<file path="src/hw/rtl/fate_pkg.sv">
// shared types, constants and controller/datapath interface for the trace engine
package fate_pkg;

  localparam int NUM_STATES      = 32;
  localparam int MAX_TRANSITIONS = 64;
  localparam int STATE_W         = $clog2(NUM_STATES);
  localparam int ENTRY_IDX_W     = $clog2(MAX_TRANSITIONS);
  localparam int ENTRY_CNT_W     = $clog2(MAX_TRANSITIONS + 1);
  localparam int CFG_IDX_W       = 2;
  localparam int CFG_DATA_W      = 7;

  localparam logic [1:0] ACT_LOAD    = 2'd0;
  localparam logic [1:0] ACT_RESTART = 2'd1;
  localparam logic [1:0] ACT_SYMBOL  = 2'd2;

  localparam logic [CFG_IDX_W-1:0] REG_START_STATE = 2'd0;
  localparam logic [CFG_IDX_W-1:0] REG_DFA_MODE    = 2'd1;
  localparam logic [CFG_IDX_W-1:0] REG_TRANS_USED  = 2'd2;

  typedef struct packed {
    logic [1:0]  action;
    logic [5:0]  entry_index;
    logic [4:0]  from_state;
    logic [4:0]  to_state;
    logic [7:0]  label_byte;
    logic        label_is_epsilon;
    logic [7:0]  symbol;
  } in_word_t;

  typedef struct packed {
    logic [31:0] active_set;
    logic        is_dead;
  } out_word_t;

  typedef enum logic [2:0] {
    CMD_NONE,
    CMD_WRITE,
    CMD_START_SET,
    CMD_CLEAR_SET,
    CMD_MOVE_SETUP,
    CMD_SCAN,
    CMD_TAKE_MOVE,
    CMD_COMMIT
  } cmd_op_t;

  typedef enum logic [1:0] {
    SCAN_MOVE,
    SCAN_CLOSE,
    SCAN_DFA
  } scan_kind_t;

  typedef struct packed {
    cmd_op_t    op;
    scan_kind_t kind;
    logic       capture;
  } cmd_t;

  typedef struct packed {
    logic scan_done;
    logic changed;
    logic dead;
    logic dfa_mode;
  } status_t;

endpackage

</file>
<file path="src/hw/rtl/finite_automaton_trace_engine.sv">
// Finite automaton trace engine. A load word gives no result. A restart word in DFA mode
// goes from acceptance straight to the commit state, which raises done; in NFA mode it runs
// epsilon closure passes. A symbol word in NFA mode runs one move pass over the table, then
// closure passes until a pass adds no state; in DFA mode one first-match pass. Each pass reads
// the entries in use through the table's single read port, which yields one entry per cycle;
// the number of closure passes is at most one more than the states added. A symbol word on a
// dead automaton also goes from acceptance straight to the commit state and done.
// busy is high from acceptance until the result strobe; done marks result for one cycle and
// cannot be held off by the receiver.
module finite_automaton_trace_engine import fate_pkg::*; (
  input  logic                  clk,
  input  logic                  rst,
  input  logic                  cfg_we,
  input  logic [CFG_IDX_W-1:0]  cfg_idx,
  input  logic [CFG_DATA_W-1:0] cfg_data,
  input  logic                  start,
  input  in_word_t              item,
  output logic                  busy,
  output logic                  done,
  output out_word_t             result
);

  cmd_t    cmd;
  status_t status;

  fate_controller u_ctrl (
    .clk    (clk),
    .rst    (rst),
    .start  (start),
    .item   (item),
    .status (status),
    .cmd    (cmd),
    .busy   (busy)
  );

  fate_datapath u_dp (
    .clk      (clk),
    .rst      (rst),
    .cfg_we   (cfg_we),
    .cfg_idx  (cfg_idx),
    .cfg_data (cfg_data),
    .item     (item),
    .cmd      (cmd),
    .status   (status),
    .done     (done),
    .result   (result)
  );

endmodule

</file>
<file path="src/hw/rtl/fate_controller.sv">
// sequencer for load, restart and symbol words: move or first-match pass, closure passes, commit
module fate_controller import fate_pkg::*; (
  input  logic     clk,
  input  logic     rst,
  input  logic     start,
  input  in_word_t item,
  input  status_t  status,
  output cmd_t     cmd,
  output logic     busy
);

  typedef enum logic [2:0] {
    S_IDLE,
    S_MOVE_GO,
    S_MOVE_WAIT,
    S_CLOSE_GO,
    S_CLOSE_WAIT,
    S_DFA_GO,
    S_DFA_WAIT,
    S_COMMIT
  } state_t;

  state_t state;
  state_t state_next;

  always_comb begin
    state_next  = state;
    cmd.op      = CMD_NONE;
    cmd.kind    = SCAN_MOVE;
    cmd.capture = 1'b0;
    case (state)
      S_IDLE: begin
        if (start && !busy) begin
          cmd.capture = 1'b1;
          case (item.action)
            ACT_LOAD: begin
              cmd.op = CMD_WRITE;
            end
            ACT_RESTART: begin
              cmd.op     = CMD_START_SET;
              state_next = status.dfa_mode ? S_COMMIT : S_CLOSE_GO;
            end
            ACT_SYMBOL: begin
              if (status.dead) begin
                cmd.op     = CMD_CLEAR_SET;
                state_next = S_COMMIT;
              end else begin
                cmd.op     = CMD_MOVE_SETUP;
                state_next = status.dfa_mode ? S_DFA_GO : S_MOVE_GO;
              end
            end
            default: begin
              cmd.op = CMD_NONE;
            end
          endcase
        end
      end
      S_MOVE_GO: begin
        cmd.op     = CMD_SCAN;
        cmd.kind   = SCAN_MOVE;
        state_next = S_MOVE_WAIT;
      end
      S_MOVE_WAIT: begin
        if (status.scan_done) begin
          cmd.op     = CMD_TAKE_MOVE;
          state_next = S_CLOSE_GO;
        end
      end
      S_CLOSE_GO: begin
        cmd.op     = CMD_SCAN;
        cmd.kind   = SCAN_CLOSE;
        state_next = S_CLOSE_WAIT;
      end
      S_CLOSE_WAIT: begin
        // another pass only while the last one grew the set
        if (status.scan_done) begin
          state_next = status.changed ? S_CLOSE_GO : S_COMMIT;
        end
      end
      S_DFA_GO: begin
        cmd.op     = CMD_SCAN;
        cmd.kind   = SCAN_DFA;
        state_next = S_DFA_WAIT;
      end
      S_DFA_WAIT: begin
        if (status.scan_done) begin
          cmd.op     = CMD_TAKE_MOVE;
          state_next = S_COMMIT;
        end
      end
      S_COMMIT: begin
        cmd.op     = CMD_COMMIT;
        state_next = S_IDLE;
      end
      default: begin
        state_next = S_IDLE;
      end
    endcase
  end

  always_ff @(posedge clk) begin
    if (rst) begin
      state <= S_IDLE;
      busy  <= 1'b0;
    end else begin
      state <= state_next;
      busy  <= (state_next != S_IDLE);
    end
  end

endmodule

</file>
<file path="src/hw/rtl/fate_datapath.sv">
// configuration registers, transition table, scan engine and active set
module fate_datapath import fate_pkg::*; (
  input  logic                  clk,
  input  logic                  rst,
  input  logic                  cfg_we,
  input  logic [CFG_IDX_W-1:0]  cfg_idx,
  input  logic [CFG_DATA_W-1:0] cfg_data,
  input  in_word_t              item,
  input  cmd_t                  cmd,
  output status_t               status,
  output logic                  done,
  output out_word_t             result
);

  typedef struct packed {
    logic               eps;
    logic [7:0]         label;
    logic [STATE_W-1:0] dst;
    logic [STATE_W-1:0] src;
  } entry_t;

  logic [STATE_W-1:0]     start_state;
  logic                   dfa_mode;
  logic [ENTRY_CNT_W-1:0] trans_used;
  logic [ENTRY_CNT_W-1:0] n_used;

  entry_t                 mem [MAX_TRANSITIONS];
  entry_t                 rd_entry;
  logic                   rd_valid;
  logic                   scanning;
  logic                   scan_done;
  logic [ENTRY_CNT_W-1:0] idx;
  logic                   fetch;
  scan_kind_t             kind;

  logic [NUM_STATES-1:0]  active_mask;
  logic                   dead;
  logic [NUM_STATES-1:0]  work_set;
  logic [NUM_STATES-1:0]  acc;
  logic [STATE_W-1:0]     cur;
  logic                   found;
  logic                   changed;
  logic [7:0]             sym;
  logic [1:0]             act;

  function automatic logic [STATE_W-1:0] lowest_set(input logic [NUM_STATES-1:0] v);
    logic [STATE_W-1:0] r;
    r = '0;
    for (int i = NUM_STATES - 1; i >= 0; i--) begin
      if (v[i]) r = STATE_W'(i);
    end
    return r;
  endfunction

  assign n_used = (trans_used > ENTRY_CNT_W'(MAX_TRANSITIONS)) ?
                  ENTRY_CNT_W'(MAX_TRANSITIONS) : trans_used;
  assign fetch  = scanning && (idx < n_used);

  assign status.scan_done = scan_done;
  assign status.changed   = changed;
  assign status.dead      = dead;
  assign status.dfa_mode  = dfa_mode;

  // control state and configuration
  always_ff @(posedge clk) begin
    if (rst) begin
      start_state <= '0;
      dfa_mode    <= 1'b0;
      trans_used  <= '0;
      scanning    <= 1'b0;
      rd_valid    <= 1'b0;
      scan_done   <= 1'b0;
      idx         <= '0;
      active_mask <= '0;
      dead        <= 1'b0;
      done        <= 1'b0;
    end else begin
      if (cfg_we) begin
        case (cfg_idx)
          REG_START_STATE: start_state <= cfg_data[STATE_W-1:0];
          REG_DFA_MODE:    dfa_mode    <= cfg_data[0];
          REG_TRANS_USED:  trans_used  <= cfg_data[ENTRY_CNT_W-1:0];
          default:         ;
        endcase
      end
      scan_done <= 1'b0;
      done      <= 1'b0;
      if (cmd.op == CMD_SCAN) begin
        scanning <= 1'b1;
        idx      <= '0;
        rd_valid <= 1'b0;
      end else if (scanning) begin
        if (fetch) begin
          rd_valid <= 1'b1;
          idx      <= idx + ENTRY_CNT_W'(1);
        end else begin
          // last entry is folded in on this edge, so done shows next cycle
          scanning  <= 1'b0;
          rd_valid  <= 1'b0;
          scan_done <= 1'b1;
        end
      end else begin
        rd_valid <= 1'b0;
      end
      if (cmd.op == CMD_COMMIT) begin
        active_mask <= work_set;
        dead        <= (act == ACT_RESTART) ? (work_set == '0) : (dead || work_set == '0);
        done        <= 1'b1;
      end
    end
  end

  // transition table, one write or one read a cycle
  always_ff @(posedge clk) begin
    if (cmd.op == CMD_WRITE) begin
      mem[item.entry_index[ENTRY_IDX_W-1:0]] <= '{eps:   item.label_is_epsilon,
                                                 label: item.label_byte,
                                                 dst:   item.to_state,
                                                 src:   item.from_state};
    end
    if (fetch) begin
      rd_entry <= mem[idx[ENTRY_IDX_W-1:0]];
    end
  end

  // working sets and per-entry update
  always_ff @(posedge clk) begin
    if (cmd.capture) begin
      sym <= item.symbol;
      act <= item.action;
    end
    case (cmd.op)
      CMD_START_SET: work_set <= NUM_STATES'(1) << start_state;
      CMD_CLEAR_SET: work_set <= '0;
      CMD_MOVE_SETUP: begin
        work_set <= active_mask;
        acc      <= '0;
        found    <= 1'b0;
        cur      <= lowest_set(active_mask);
      end
      CMD_SCAN: begin
        changed <= 1'b0;
        kind    <= cmd.kind;
      end
      CMD_TAKE_MOVE: work_set <= acc;
      CMD_COMMIT: begin
        result.active_set <= work_set;
        result.is_dead    <= (work_set == '0);
      end
      default: ;
    endcase
    if (rd_valid) begin
      case (kind)
        SCAN_MOVE: begin
          if (!rd_entry.eps && rd_entry.label == sym && work_set[rd_entry.src]) begin
            acc[rd_entry.dst] <= 1'b1;
          end
        end
        SCAN_CLOSE: begin
          if (rd_entry.eps && work_set[rd_entry.src] && !work_set[rd_entry.dst]) begin
            work_set[rd_entry.dst] <= 1'b1;
            changed                <= 1'b1;
          end
        end
        SCAN_DFA: begin
          // first match in table order wins; an empty set has no current state
          if (!found && work_set[cur] && !rd_entry.eps && rd_entry.label == sym &&
              rd_entry.src == cur) begin
            found <= 1'b1;
            acc   <= NUM_STATES'(1) << rd_entry.dst;
          end
        end
        default: ;
      endcase
    end
  end

endmodule

</file>
<file path="config.mk">
export PLATFORM = sky130hd
export DESIGN_NAME = finite_automaton_trace_engine
export DESIGN_NICKNAME = d
export VERILOG_FILES = /design/src/hw/rtl/fate_pkg.sv /design/src/hw/rtl/finite_automaton_trace_engine.sv /design/src/hw/rtl/fate_controller.sv /design/src/hw/rtl/fate_datapath.sv
export SDC_FILE = /design/constraint.sdc
export NUM_CORES = 2
export LEC_CHECK = 0
export ABC_AREA = 1
export BUFFER_PORTS_ARGS = -buffer_cell sky130_fd_sc_hd__buf_2
export CELL_PAD_IN_SITES_DETAIL_PLACEMENT = 0
export CELL_PAD_IN_SITES_GLOBAL_PLACEMENT = 1
export CORE_MARGIN = 2
export CORE_UTILIZATION = 44
export DETAILED_ROUTE_END_ITERATION = 8
export GPL_TIMING_DRIVEN = 0
export PLACE_DENSITY_LB_ADDON = 0.12
export RECOVER_POWER = 25
export SLEW_MARGIN = 20
export SYNTH_ARGS = -nofsm -noshare
export SYNTH_HDL_FRONTEND = slang
export SYNTH_SLANG_ARGS = --single-unit
</file>
<file path="constraint.sdc">
create_clock -name clk -period 3.2 [get_ports clk]
set_input_delay 0.48 -clock clk [delete_from_list [all_inputs] [get_ports clk]]
set_output_delay 0.48 -clock clk [all_outputs]
set_load 0.02 [all_outputs]
</file>
## After elaboration in Yosys (flattened, before gate mapping)

Memory sizes are Yosys's and may differ from the RTL's. A register that Yosys moved wholly into a read port is not among the register bits.
Index checks and enable logic that the tools add are counted.

| cells by class | value |
|---|---|
| add/subtract/negate cells | 1 |
| order comparisons | 6 |
| eq/ne operators | 23 |
| shifts and indexed selects | 2 |
| mux-type cells | 83 |
| bitwise gates (word level) | 3 |
| reduce and logical (&&, ||, !) cells | 34 |

Operator list:

| operator | number |
|---|---|
| $mux W32 | 7 |
| $pmux W32 S4 | 1 |
| $mux W5 | 16 |
| $or A32 B32 Y32 | 2 |
| $pmux W32 S2 | 1 |
| $shl A1 B5 Y32 const A | 2 |
| $mux W3 | 15 |
| $logic_not A32 Y1 | 1 |
| $mux W4 | 8 |
| $eq A3 B3 Y1 const B | 8 |
| $pmux W3 S8 | 1 |
| $mux W1 | 23 |
| $lt A5 B6 Y1 const B | 3 |
| $reduce_or A16 Y1 | 1 |
| $bmux W1 S5 | 3 |
| $eq A3 B2 Y1 const B | 4 |
| $pmux W3 S4 | 1 |
| $logic_and A1 B1 Y1 | 11 |
| $pmux W3 S3 | 1 |
| $eq A2 B1 Y1 const B | 4 |
| $eq A8 B8 Y1 | 1 |
| $reduce_and A2 Y1 | 4 |
| $reduce_or A8 Y1 | 1 |
| $add A7 B1 Y7 const B | 1 |
| other kinds (20) | 32 |

| word-level totals | value |
|---|---|
| bits in registers | 177 |
| bits in writable memories | 1216 |
| bits of input ports | 48 |
| memories kept | 1 |

Memories:

| memory | depth | width | read ports | clocked after memory_dff | wr ports | RTL line | text |
|---|---|---|---|---|---|---|---|
| u_dp.mem | 64 | 19 | 1 | 1 | 1 | fate_datapath.sv:27 | `entry_t mem [MAX_TRANSITIONS];` |

## Logic depth before layout (Yosys ltp)

| depth | value |
|---|---|
| word-level depth | 31 |
| mapped depth | 31 |

## Hierarchy

A second synthesis with hierarchy kept.

| unflattened totals | value |
|---|---|
| cell total of the unflattened synthesis | 4731 |
| area, all modules | 57330.0 µm² |

Modules (own cells, without submodules):

| module | instances | cells each | area each (µm²) | sequential area each (µm²) |
|---|---|---|---|---|
| fate_datapath | 1 | 4666 | 56930.9 | 41049.4 |
| fate_controller | 1 | 65 | 399.1 | 80.1 |

## Worst setup path after synthesis

No wires, ideal clock.

| timing | value |
|---|---|
| path type | input port to flip-flop |
| start | in item[33] (netlist name) |
| end | mem u_dp.mem[0][0] (netlist name) (enable) |
| arrival | 2911 ps |
| required time | 2805 ps |
| setup slack | -106 ps |
| stages | 13 |
| buffers on the path | 1 |
| path through | inv_1 > ha_1 > nand2_1 > inv_1 > or2_1 > a31oi_1 > inv_2 > buf_6 > nor2_2 > nand2_1 > nor2_1 > nand3_1 > nor2_1 |

| between the ends | value |
|---|---|
| longest elaborated chain between the ends | 7 |
| elaborated cells between the ends (all ways) | 9 |
| those cells by class | 3 x eq/ne; 5 x mux; 1 x reduce/logical |

Ends and longest elaborated chain:

| what | RTL line | text |
|---|---|---|
| start: declaration | finite_automaton_trace_engine.sv:17 | `input in_word_t item,` |
| $eq A2 B2 Y1, or another cell as far along | fate_controller.sv:35 | `case (item.action)` |
| $pmux W3 S3 (*) | fate_controller.sv:35 |  |
| $mux W3 (*) | fate_controller.sv:33 | `if (start && !busy) begin` |
| $pmux W3 S4 (*) | fate_controller.sv:31 | `case (state)` |
| $eq A3 B1 Y1 (*) | fate_datapath.sv:115 | `if (cmd.op == CMD_WRITE) begin` |
| $mux W1 (*) | fate_datapath.sv:115 |  |
| $mux W1 (not written as such) (*) | fate_datapath.sv:116 | `mem[item.entry_index[ENTRY_IDX_W-1:0]] <= '{eps: item.label_is_epsilon,` |
| end: declaration | fate_datapath.sv:27 |  |

Mark *: on every way between the ends. The rest lies on a longest branch, timed or not.

## Worst setup path in the final report

| timing | value |
|---|---|
| start | reg u_dp.idx[0] |
| end | reg, netlist name u_dp.rd_entry[6] |

| between the ends | value |
|---|---|
| longest elaborated chain between the ends | 2 |

Ends and longest elaborated chain:

| what | RTL line | text |
|---|---|---|
| start: declaration | fate_datapath.sv:32 | `logic [ENTRY_CNT_W-1:0] idx;` |
| start signal: assignment | fate_datapath.sv:95 | `idx <= idx + ENTRY_CNT_W'(1);` |
| $lt A7 B7 Y1 | fate_datapath.sv:57 | `assign fetch = scanning && (idx < n_used);` |
| $logic_and A1 B1 Y1 | fate_datapath.sv:57 |  |

Parallel ways exist; a longest one is shown, timed or not.
A chain may end at the register's enable or synchronous reset.

==> impl_metrics.yaml <==
setup_path:
  end_kind: "flip-flop"
  critical_path_required_ps: 3850
  worstPathArrival_ps: 4010
  crit_fanout: 10
  crit_path_cell_trace: "buf_6 -> buf_4 -> buf_4 -> clkbuf_4 -> nor2_1 -> o221ai_1 -> nand3_2 -> nand4_1 -> nand3_2 -> nand3_4"
  timing_worst_setup_path_type: "reg2reg"
  r2r.worst_path.cells: 10
  path_buf_inv: 4
  crit_slowest_cell: "dfxtp_4"
  cp.depth: 10
  critPathMaxStageDelay_ps: 470
  cp_top_family: "buffers and inverters"
  critPathLaunchType: "flip-flop"
routing:
  ant_nets: 0
  first_iter_violations: 6715
  post_drt_wl_per_cell_um: 33.3
  vias: 42700
  wirelength_mm: 225
  drcViolationCount: 0
  first_pass_iters: 9
  via_per_inst: 6.31
synth:
  yosysWarnings: 0
  synth_top_area_frac: 0.683
  synth_top_family_by_area: "compound AO/OA/AOI/OAI gates"
  synth-simple-area-share: 0.0944
  synth-compound-area-share: 0.141
  syn_area_mm2: 0.0565
  synth.area.mux_share: 0
  netlist_top_cells_area: "edfxtp_1 68%, o21ai_0 6.3%, nor2_1 4.9%, dfxtp_1 4.5%, o221ai_1 2.5%"
  synth-xor-area-share: 0.00109
  synth_top_cell_by_area: "edfxtp_1"
  async_reset_ff_frac: 0
  synth_cells: 4547
  synth_nets: 4606
  synth_edf_count: 1285
  ys_seq_area_frac: 0.728
  synth-main-ff-cell: "edfxtp_1"
  syn_avg_cell_area_um2: 12.4
  ys_types: 58
  synth_seq_cells: 1412
  yosys.area_share.adder: 0.00244
timing:
  layout_min_cycle_time_ps: 3360
  finalSetupViolations: 10
  slew_viol_final: 959
  period_share: 1.05
  max_freq_mhz: 298
  worst_slack_ps: -161
  worst_pin_slew_ps: 3410
  fin_skew_ps: 37.3
  grt_setup_unrepaired: "true"
  relSlewSlack: -1.27
  fin_hold_ws_ps: 32.2
  hold_viol_final: 0
  setup_tns_ps: -887
floorplanning:
  initial_utilization: 0.443
  io_pins: 83
  fp.dieW_um: 362
  coreArea_mm2: 0.128
  die_area_mm2: 0.131
  placementRows: 131
  die_h_um: 362
power_and_ir_drop:
  p_comb_frac: 0.031
  intPower_mw: 30.6
  clkPwrFrac: 0.448
  p_sw_frac: 0.219
  p_per_area_mw_per_mm2: 573
  finalPower_mw: 39.2
  switchingPower_mw: 8.60
  seqPwrFrac: 0.520
  ir_drop_v: 0.000585
  p_leak_nw: 22.7
finish:
  final_common_cell: "edfxtp_1"
  final_cell_mix: "1285 x edfxtp_1, 715 x o21ai_0, 670 x nor2_1"
  area_growth_pct: 21.0
  layout-drive-gt1-share: 0.159
  post-route-util: 0.536
  seq_area_mm2: 0.0411
  fill_cells: 10800
  multiInputGateArea_mm2: 0.0144
  final_nets: 5051
run_status:
  violations: "max-capacitance violations, max-slew violations, negative setup slack"
  status: "finished with violations"
clock_network:
  cts.sinks: 1412
  cts_buffers: 155
  cts_tree: "done"
  clock_path_buffers: 3
  insertion_delay_ps: 800
  root_buffer: "clkbuf_16"
  htree_num_levels: 4
  path_clk_slew_ps: 60
place:
  place_congestion: 0.969
  dp_hpwl_mm: 152
  portBuffers: 82
hold_path:
  min_path_type: "in2reg"
  hold_depth: 3
global_route:
  grt_pass1_vias: 39800
  grt_usage: 0.337
  grt_overflow: 0
  grt_pass1_wl_mm: 309
  antenna_found_initial: 13
  grt_max_degree: 65
flow_run:
  drv_cap: 15
-- power groups by stage --
stage	clock network, mW	registers, mW	logic [mW]
2_1_floorplan	0	20.7	0.449
3_3_place_gp	0	20.8	1.07
3_5_place_dp	0	20.8	1.13
4_1_cts	17.6	20.4	1.19
5_1_grt	18.3	20.4	1.29
6_report	17.6	20.4	1.23
-- flip-flops by register name, summed over array words and instances, names as in the netlist, 2 cells and up --
signal            cells
u_dp.mem           1216
u_dp.start_state      5
u_dp.rd_entry        19
u_dp.acc             32
u_dp.trans_used       7
u_ctrl.state          3
u_dp.sym              8
u_dp.cur              5
u_dp.act              2
u_dp.result          33
u_dp.kind             2
u_dp.work_set        32
u_dp.active_mask     32
u_dp.idx              7
-- per-layer routing --
| metal | up-vias | GRT usage | share of wire |
|---|---|---|---|
| met5 | - | 0 | 0.00042 |
| met4 | 12 | 0.164 | 0.056 |
| met3 | 580 | 0.0799 | 0.12 |
| met2 | 2920 | 0.510 | 0.44 |
| met1 | 21300 | 0.457 | 0.38 |
| li1 | 17900 | - | - |
-- metrics by stage --
stage / std cells / worst slack (ps) / cell area [µm²]
detailed placement: 6358 / -1930 / 61300
finish: 6775 / -161 / 68400
CTS: 6759 / -3.90 / 68100
floorplan: 4547 / -106 / 56500
global route: 6774 / -36.0 / 68400
global placement: 6291 / -2950 / 59000
-- cell families after synthesis --
| kind of cell | count (synthesis) |
|---|---|
| flip-flops | 1412 |
| buffers and inverters | 462 |
| AND/OR/NAND/NOR | 1303 |
| AO/OA/AOI/OAI | 1352 |
| XOR/XNOR | 7 |
| adder cells (fa/ha/maj) | 11 |
-- cell type report --
| class | count | area share |
|---|---|---|
| timing repair buffer | 287 | 0.0544 |
| antenna | 2 | 0.0000732 |
| buffer | 302 | 0.0225 |
| clock buffer | 199 | 0.0614 |
| timing repair inverter | 1 | 0.000110 |
| tap | 1662 | 0.0304 |
| inverter | 160 | 0.00888 |
| clock inverter | 77 | 0.00985 |
| sequential | 1412 | 0.602 |
| multi-input combinational | 2673 | 0.211 |
-- synth_stat cells, drive strengths merged (3+ instances only) --
| cell type | n |
|---|---|
| dfxtp | 127 |
| a221o | 7 |
| o221ai | 160 |
| nor3 | 26 |
| o311ai | 3 |
| xor2 | 5 |
| o311a | 3 |
| inv | 155 |
| nor4 | 17 |
| a221oi | 5 |
| buf | 75 |
| ha | 11 |
| nand3 | 139 |
| o211ai | 34 |
| a21oi | 126 |
| o21ai | 760 |
| edfxtp | 1285 |
| nor2 | 741 |
| clkbuf | 227 |
| nand4 | 43 |
| a32o | 4 |
| a31oi | 27 |
| o22ai | 207 |
| nand2 | 328 |
| a22oi | 6 |
| clkinv | 5 |
-- timing repair --
action	in CTS	in global routing
setup buffers	105	13
hold endpoints to repair	31	0
gates resized for setup	192	96
hold buffers	20	0
gates cloned	0	1
endpoints found under the setup margin	1242	1074
pin swaps	69	7
-- tightest hold or removal path: cells and delay by family --
| kind | cells | cell delay, ps |
|---|---|---|
| AO/OA/AOI/OAI | 1 | 70 |
| buffers and inverters | 1 | 110 |
| AND/OR/NAND/NOR | 1 | 100 |
-- final timing paths --
| path | slack, ps | from | end |
|---|---|---|---|
| min reg2reg | 450 | u_dp.dfa_mode | u_dp.dfa_mode |
| max reg2reg | -160 | u_dp.idx[0] | u_dp.rd_entry[6] |
| max | -160 | u_dp.idx[0] | u_dp.rd_entry[6] |
| min | 30 | cfg_idx[0] | u_dp.dfa_mode |
Note: power is estimated with default switching activity, not from simulation.
